--- config.mk ---
export PLATFORM = sky130hd
export DESIGN_NAME = c8x_regfile
export DESIGN_NICKNAME = d
export VERILOG_FILES = /design/src/c8x_regfile.sv
export SDC_FILE = /design/constraint.sdc
export NUM_CORES = 1
export LEC_CHECK = 0
export ABC_AREA = 1
export BUFFER_PORTS_ARGS = -buffer_cell sky130_fd_sc_hd__buf_2
export CORE_AREA = 2 2 168 88
export CTS_BUF_LIST = sky130_fd_sc_hd__clkbuf_2
export CTS_CLUSTER_DIAMETER = 30
export DETAILED_ROUTE_END_ITERATION = 12
export DIE_AREA = 0 0 170 90
export REMOVE_ABC_BUFFERS = 1
export SETUP_SLACK_MARGIN = 0.3
export SYNTH_ARGS = -nofsm -noshare
export SYNTH_HDL_FRONTEND = slang
export SYNTH_SLANG_ARGS = --single-unit
--- constraint.sdc ---
create_clock -name clk -period 2.9 [get_ports clk]
set_input_delay 0.725 -clock clk [delete_from_list [all_inputs] [get_ports clk]]
set_output_delay 0.725 -clock clk [all_outputs]
set_load 0.03 [all_outputs]
--- src/c8x_regfile.sv ---
// ----------------------------------------------------------------------------
// c8x_regfile
// V0..VF register file: synchronous RAM with per-entry valid bits so that
// reset reads as zero.
// ----------------------------------------------------------------------------
module c8x_regfile (
  input  logic       clk,
  input  logic       rst_n,
  input  logic [3:0] raddr,
  output logic [7:0] rdata,
  input  logic       we,
  input  logic [3:0] waddr,
  input  logic [7:0] wdata
);

  logic [7:0]  mem [16];
  logic [15:0] vld_r;
  logic [7:0]  rd_r;
  logic        rv_r;

  always_ff @(posedge clk) begin
    if (we) begin
      mem[waddr] <= wdata;
    end
    rd_r <= mem[raddr];
  end

  always_ff @(posedge clk) begin
    if (!rst_n) begin
      vld_r <= '0;
      rv_r  <= 1'b0;
    end else begin
      rv_r <= vld_r[raddr];
      if (we) begin
        vld_r[waddr] <= 1'b1;
      end
    end
  end

  assign rdata = rv_r ? rd_r : 8'd0;

endmodule

Yosys cells after proc, flatten, opt, wreduce, memory -nomap -nowiden
Memories as Yosys holds them, arrays and structs flattened. A register that Yosys moved wholly into a read port is not among the register bits.
Cells that the tools add are included.
{"block": "totals", "register_bits": 17, "latchBits": 0, "mem_bits_rw": 128, "romBits": 0, "output_inout_bits": 8, "elab_cells": 15, "memories": 1}
{"block": "op_classes", "add_sub_neg": 0, "mul": 0, "div": 0, "n_lt_le_gt_ge": 3, "n_eq_ne": 0, "shift": 0, "n_mux": 7, "n_bitwise": 1, "n_reduce_logical": 1}
{"name": "mem", "depth": 16, "word_bits": 8, "rd": 1, "rd_clocked_by_memory_dff": 1, "write_ports": 1, "line_no": "16", "source": "logic [7:0] mem [16];"}
{"cell": "$or 16x16->16", "n": 1}
{"cell": "$lt 4x5->1 const B", "n": 2}
{"cell": "$mux 8", "n": 1}
{"cell": "$bmux 1 s4", "n": 1}
{"cell": "$demux 1 s4", "n": 1}
{"cell": "$ge 4x1->1 const B", "n": 1}
{"cell": "$mux 1", "n": 4}
{"cell": "$logic_and 1x1->1", "n": 1}

Logic depth before layout (Yosys ltp)
Gate-level depths: netlist of the first run.
{"block": "logic_depth", "word_depth": 5, "ltp_mapped": 10, "mapped_depth_nobuf": 7}

Least setup slack after synthesis of the first run
OpenSTA, ideal clock, no wires.
{"block": "synth_path", "kind": "input port to flip-flop", "startpoint": "in we", "endpoint": "mem mem[10][0], enable pin", "setup_time_ns": 0.374, "arrival_ns": 1.495, "required_ns": 2.526, "setup_slack_ns": 1.031, "cell_stages": 4, "n_path_buf": 0, "cell_sequence": "inv_1 > nor3_1 > inv_1 > nor2_1"}
{"block": "synth_via", "elab_chain_cells": 2}
{"item": "from (decl)", "line_no": "11", "source": "input logic we,"}
{"item": "$mux 1", "line_no": "22", "source": "if (we) begin"}
{"item": "$mux 1 (implied by the code)", "line_no": "23", "source": "mem[waddr] <= wdata;"}
{"item": "to (decl)", "line_no": "16"}
No other way between the ends.

Worst setup path after layout of the first run
{"block": "layout_path", "startpoint": "reg rv_r", "endpoint": "out rdata[5]"}
{"block": "layout_via", "elab_chain_cells": 1}
{"item": "from (decl)", "line_no": "19", "source": "logic rv_r;"}
{"item": "from (signal assigned)", "line_no": "33", "source": "rv_r <= vld_r[raddr];"}
{"item": "$mux 8", "line_no": "40", "source": "assign rdata = rv_r ? rd_r : 8'd0;"}
{"item": "to (decl)", "line_no": "10", "source": "output logic [7:0] rdata,"}
No other way between the ends.

==> key figures, run 1 <==
Drt
  • Drt wl/cell: 18.1 um
  • Pre-antenna DRT Iters: 5
  • Vias: ~4,000
  • Via/cell ratio: just over 5
  • Antenna viol nets, final: 0
  • Drt drc: 0
  • Total wire length: between 10 and 15 mm
  • Initial DRC count: approximately 360

Power and ir drop
  • Pint: just over 3 mW
  • Power Density: about 610 nW/um2
  • Combinational share of power: roughly 6.7%
  • Sw power: 979 uW
  • Sw frac: between 20% and 30%
  • Clock Power Share: roughly a third
  • Sequential power share: between 60% and 70%
  • Maximum vdd ir drop: approximately 250 uV
  • Static Leak: 2.43 nW

CTS
  • CTS resizes: 0
  • Worst-Skew Late Latency: 650 ps
  • Clk slew on worst S/H paths: about 240 ps
  • Hold Buf Count CTS: 0
  • Cts bufs inserted: 17
  • # Post-CTS Setup Buffers: 0
  • Root Buffer: clkbuf_2
  • CTS tree: done
  • Clock Path Buffers: 2
  • H-tree depth: 4
  • CTS sink cnt: approximately 150

Place
  • Dpl ws: a little over 600 ps
  • RePlAce Congestion: 0.781
  • Number of port buffers: 26
  • Hpwl dp: around 8.6 mm

Logic synthesis
  • Synth Area in Adders: 0%
  • Seq/Total Area, Yosys: ~71%
  • Main combinational cell family by area after synthesis: simple AND/OR/NAND/NOR gates
  • Share of the synthesized area in the top cell type: a little over three fifths
  • FF+latch count, synth: roughly 150
  • Synthesized area: 6080 um2
  • Top post-synthesis cells by area: edfxtp_1 (63%), dfxtp_1 (8.2%), nor2_1 (6.8%)
  • Post-synthesis compound-gate area fraction: a little over a tenth
  • Synthesis warning total: 0
  • Synth Area in XOR/XNOR: 0%
  • Synth Area in Simple Gates: approximately an eighth
  • Post-synthesis mux area share: 0%
  • Avg Cell Area, Syn: 11.5 um2
  • Largest area contributor in the netlist: edfxtp_1
  • Synth unique cells: 19
  • Post-Syn Instances: 527

Cells and area
  • Most common cell after layout, fill and taps aside: edfxtp_1
  • Fillers: approximately 1,300
  • Antenna Cells: 0
  • Most frequent cells in the layout: edfxtp_1 (128), nor2_1 (110), o21ai_0 (63)
  • Layout cells sized above 1: between 10% and 20%
  • NumNets Final: ~580
  • Area Overhead vs Synth: 9.94%

Floorplanning
  • Chip Width: 170 um
  • Cell Rows: 31
  • I/O pin cnt: 27
  • Die H: ~90 um
  • Core Region: 14,000 um2
  • Die ar.: approximately 15,000 um2
  • Starting Density: between 40% and 50%

Critical path
  • Critical path class: flip-flop to output port
  • Critical Path RT: roughly 2200 ps
  • Worst path bufs/invs: 2
  • Crit-path max FO: 8
  • CP Depth: 3
  • Delay of the slowest critical-path stage: 630 ps
  • CP cell instances: nand2_1, inv_1, buf_2
  • Critical-path top delay cell: dfxtp_1
  • CP top delay family: flip-flops
  • Flop-to-flop setup slack: between 1500 and 2000 ps
  • FF-to-FF End: rd_r[1]
  • CP Capture Type: output port
  • Critical R2R Launch: mem[2][1]
  • Setup crit start: rv_r
  • Critical Path Start Type: flip-flop
  • R2r worst-path depth: 6
  • Critical path arrival: 1690 ps
  • Worst setup path endpoint: rdata[5]

STA
  • Tcrit/Tclk final: 83.3%
  • Final Skew: about 25 ps
  • Final max-slew violation count: 0
  • Final setup vio count: 0
  • Fmax: roughly 410 MHz
  • Worst Tran Pin Value: 901 ps
  • Max transition margin: about 40%
  • Unrepaired setup endpoints after global routing: false
  • Final TNS setup: 0 ps
  • Period minus WS final: roughly 2400 ps
  • Final worst slack: ~480 ps
  • Final Hold Viols: 0

Global routing
  • GRT overflow: 0
  • Vias in the first global route: ~3,600
  • Tot GR Track Use: a little under a fifth
  • First-pass GRT wire length: roughly 21 mm
  • Initial antenna violation count: 0
  • Pin count of the biggest net entering global routing: about 90

Flow run
  • Max Cap Viol: 0

Outcome
  • Status: completed

Worst hold path
  • Worst hold-check path type: primary input to flip-flop
-- logic make-up after synthesis --
kind of cell,count (synthesis)
compound gates,116
buf+inv,78
simple gates,180
flops,153
-- cell usage after synthesis --
cell type and number:
a21oi_1 17, buf_1 1, buf_2 8, buf_4 3
buf_6 6, clkbuf_1 12, clkinv_1 2, dfxtp_1 25
edfxtp_1 128, inv_1 45, inv_2 1, nand2_1 40
nand3_1 28, nor2_1 110, nor3_1 2, o211ai_1 32
o21a_1 2, o21ai_0 63, o21ai_1 2
-- metrics by stage --
stage | hold WS [ps] | instances | instance area, um2 | total power, mW | utilization, %
floorplan | 431 | 497 | 5900 | 2.63 | -
global placement | 443 | 721 | 6400 | 2.77 | 45.8
detailed placement | 448 | 721 | 6400 | 2.77 | 45.8
CTS | 182 | 753 | 6690 | 4.10 | 47.9
global route | 170 | 753 | 6690 | 4.24 | 47.9
finish | 269 | 753 | 6690 | 4.06 | 47.9
-- final cells by class --
cell class	instances	area, um2	share of cell area (%)
timing repair buffer	43	270	4.04
clock buffer	18	90.1	1.35
tap	181	226	3.39
multi-input combinational	296	1380	20.6
inverter	48	180	2.69
sequential	153	4340	65.0
clock inverter	14	196	2.94
-- power groups by stage --
stage	Combinational (mW)	Sequential [mW]	Clock, mW
detailed placement	0.272	2.50	0
global route	0.302	2.46	1.48
floorplan	0.136	2.49	0
global placement	0.267	2.50	0
CTS	0.273	2.45	1.37
finish	0.272	2.45	1.34
-- sequential cells by signal, summed over array words and instances, names as in the netlist --
register / flops
rd_r: 8
vld_r: 16
mem: 128
rv_r: 1
-- how the worst min path moves through the flow --
stage / depth (start not counted) / endpoint / slack [ps] / from
floorplan: 2 / vld_r[8] / 430 / vld_r[8]
global placement: 2 / vld_r[8] / 440 / vld_r[8]
detailed placement: 2 / vld_r[11] / 450 / vld_r[11]
CTS: 2 / vld_r[3] / 180 / rst_n
global route: 2 / vld_r[3] / 170 / rst_n
finish: 2 / vld_r[0] / 270 / rst_n
-- routing by layer --
layer	part of all wire (%)	track usage (%)	up-vias
met5	0	0	-
met4	0.46	4.06	0
met3	8.3	4.40	9
met2	42	26.2	142
met1	49	29.3	1849
li1	-	-	1888
No activity file was read; power rests on OpenSTA's default activity.
==> inputs of run 2 (changes only) <==
==> constraint.sdc (replaced) <==
create_clock -name clk -period 2.3 [get_ports clk]
set_input_delay 0.575 -clock clk [delete_from_list [all_inputs] [get_ports clk]]
set_output_delay 0.575 -clock clk [all_outputs]
set_load 0.03 [all_outputs]
==> key figures, run 2 (synthesized netlist as in run 1, its figures left out) <==
Drt
  • Drt wl/cell: 17.7 um (was 18.1 um)
  • Total wire length: 13.4 mm (was 13.7 mm)
  • Initial DRC count: 368 (was 363)
  • Antenna viol nets, final: 0 (unchanged)
  • Vias: 3,858 (was 3,888)
  • Via/cell ratio: 5.09 (was 5.16)
  • Drt drc: 0 (unchanged)
  • Pre-antenna DRT Iters: 5 (unchanged)

STA
  • Worst Tran Pin Value: 500 ps (was 901 ps)
  • Final max-slew violation count: 0 (unchanged)
  • Final TNS setup: 0 ps (unchanged)
  • Final Skew: 21.5 ps (was 24.7 ps)
  • Tcrit/Tclk final: 84.7%
  • Max transition margin: 66.6% (was 39.7%)
  • Unrepaired setup endpoints after global routing: true (was false)
  • Final Hold Viols: 0 (unchanged)
  • Period minus WS final: 1950 ps
  • Fmax: 513 MHz
  • Final setup vio count: 0 (unchanged)

Critical path
  • Critical path arrival: 1370 ps (was 1690 ps)
  • Critical-path top delay cell: dfxtp_4 (was dfxtp_1)
  • Setup crit start: rv_r (unchanged)
  • Critical R2R Launch: mem[2][0] (was mem[2][1])
  • Crit-path max FO: 8 (unchanged)
  • Critical path class: flip-flop to output port (unchanged)
  • Delay of the slowest critical-path stage: 470 ps (was 630 ps)
  • Worst path bufs/invs: 2 (unchanged)
  • Critical Path RT: 1730 ps (was 2170 ps)
  • Critical Path Start Type: flip-flop (unchanged)
  • CP cell instances: nand2_1, inv_1, buf_6 (was nand2_1, inv_1, buf_2)
  • CP top delay family: flip-flops (unchanged)
  • CP Capture Type: output port (unchanged)

Cells and area
  • Most frequent cells in the layout: edfxtp_1 (128), nor2_1 (110), o21ai_0 (63) (unchanged)
  • Fin util: 48.6% (was 47.9%)
  • Max FFs per register: 128 (unchanged)
  • Largest registers: mem x128, vld_r x16, rd_r x8 (unchanged)
  • NumNets Final: 583 (was 578)
  • Final cell count without fillers: 758 (was 753)
  • Largest register by flop count: mem (unchanged)
  • Antenna Cells: 0 (unchanged)
  • Layout cells sized above 1: 13.7% (was 13.3%)
  • Most common cell after layout, fill and taps aside: edfxtp_1 (unchanged)
  • Area Overhead vs Synth: 11.6% (was 9.94%)

Floorplanning
  • Chip Width: 170 um (unchanged)
  • I/O pin cnt: 27 (unchanged)
  • Cell Rows: 31 (unchanged)
  • Starting Density: 43.6% (unchanged)
  • Die H: 90 um (unchanged)
  • Core Region: 14,000 um2 (unchanged)
  • Die ar.: 15,300 um2 (unchanged)

CTS
  • CTS tree: done (unchanged)
  • Clock Path Buffers: 2 (unchanged)
  • CTS sink cnt: 153 (unchanged)
  • Clk slew on worst S/H paths: 210 ps (was 240 ps)
  • Cts bufs inserted: 17 (unchanged)
  • # Post-CTS Setup Buffers: 0 (unchanged)
  • H-tree depth: 4 (unchanged)
  • Root Buffer: clkbuf_2 (unchanged)
  • Worst-Skew Late Latency: 650 ps (about the same)

Power and ir drop
  • Static Leak: 2.46 nW (was 2.43 nW)
  • Maximum vdd ir drop: 293 uV (was 254 uV)
  • Power Density: 745 nW/um2 (was 608 nW/um2)

Global routing
  • GRT overflow: 0 (unchanged)
  • First-pass GRT wire length: 20.9 mm (was 21.0 mm)
  • Pin count of the biggest net entering global routing: 61 (was 89)
  • Vias in the first global route: 3,657 (was 3,626)
  • Initial antenna violation count: 0 (unchanged)
  • Tot GR Track Use: 18.6% (was 18.7%)

Place
  • RePlAce Congestion: 0.799 (was 0.781)
  • Dpl cells: 726 (was 721)
  • Hpwl dp: 8.48 mm (was 8.56 mm)
  • Number of port buffers: 26 (unchanged)

Flow run
  • Max Cap Viol: 0 (unchanged)

Worst hold path
  • Worst hold-check path type: primary input to flip-flop (unchanged)
  • Hold Crit Start: rst_n (unchanged)

Outcome
  • Status: completed (unchanged)
==> run 2: cell count changes in the layout (fill, tap and decap cells not counted), moves of 2 or more <==
| cell | before | now |
|---|---|---|
| buf_2 | 26 | 18 |
| clkinvlp_4 | 6 | 4 |
| buf_12 | 1 | 3 |
| buf_6 | 0 | 8 |
| clkinv_1 | 2 | 7 |
| buf_4 | 16 | 19 |
| inv_6 | 3 | 0 |
==> run 2: metrics by stage <==
| stage | hold slack [ps] | instance area, um2 | power [mW] | setup slack [ps] |
|---|---|---|---|---|
| final | 139 | 6790 | 5.05 | 352 |
| after global routing | 69.8 | 6790 | 5.27 | 241 |
| after CTS | 76.7 | 6790 | 5.11 | 286 |
| after detailed placement | 453 | 6460 | 3.51 | 405 |
| after global placement | 441 | 6460 | 3.50 | 473 |
| after floorplan | 431 | 5900 | 3.32 | 581 |
==> run 2: power by group <==
part           internal, mW  switching, mW
Sequential             3.07         0.0209
Clock                 0.693          0.909
Combinational         0.115          0.248
Total                  3.88           1.18
==> run 2: layout make-up <==
class                      instances  area, um2
clock buffer                      17       85.1
multi-input combinational        296       1380
clock inverter                    15        183
sequential                       153       4350
timing repair buffer              48        383
inverter                          48        180
tap                              181        226
fill                            1296       7180
==> run 2: final timing paths <==
check | slack, ps | cells after the start | endpoint
hold / removal | 140 | 2 | vld_r[0]
hold reg to reg | 480 | 2 | vld_r[11]
setup / recovery | 350 | 3 | rdata[2]
setup reg to reg | 1230 | 6 | rd_r[0]
==> run 2: layer usage <==
metal	wire (um)	GRT usage, %
met5	0	0
met3	1040	3.70
met2	5570	25.2
met1	6790	29.9
met4	36	5.13
==> run 2: repair_timing <==
action | 4_1_cts | 5_1_grt
hold buffers | 0 | 0
endpoints found under the setup margin | 8 | 8
pin swaps | 0 | 0
gates resized for setup | 19 | 1
==> run 2: worst reg2reg max path, delay by kind of cell (launching register included) <==
family	cells	cell delay [ps]
and+or+nand+nor	4	320
DFF	1	410
AOI/OAI and AO/OA	2	270
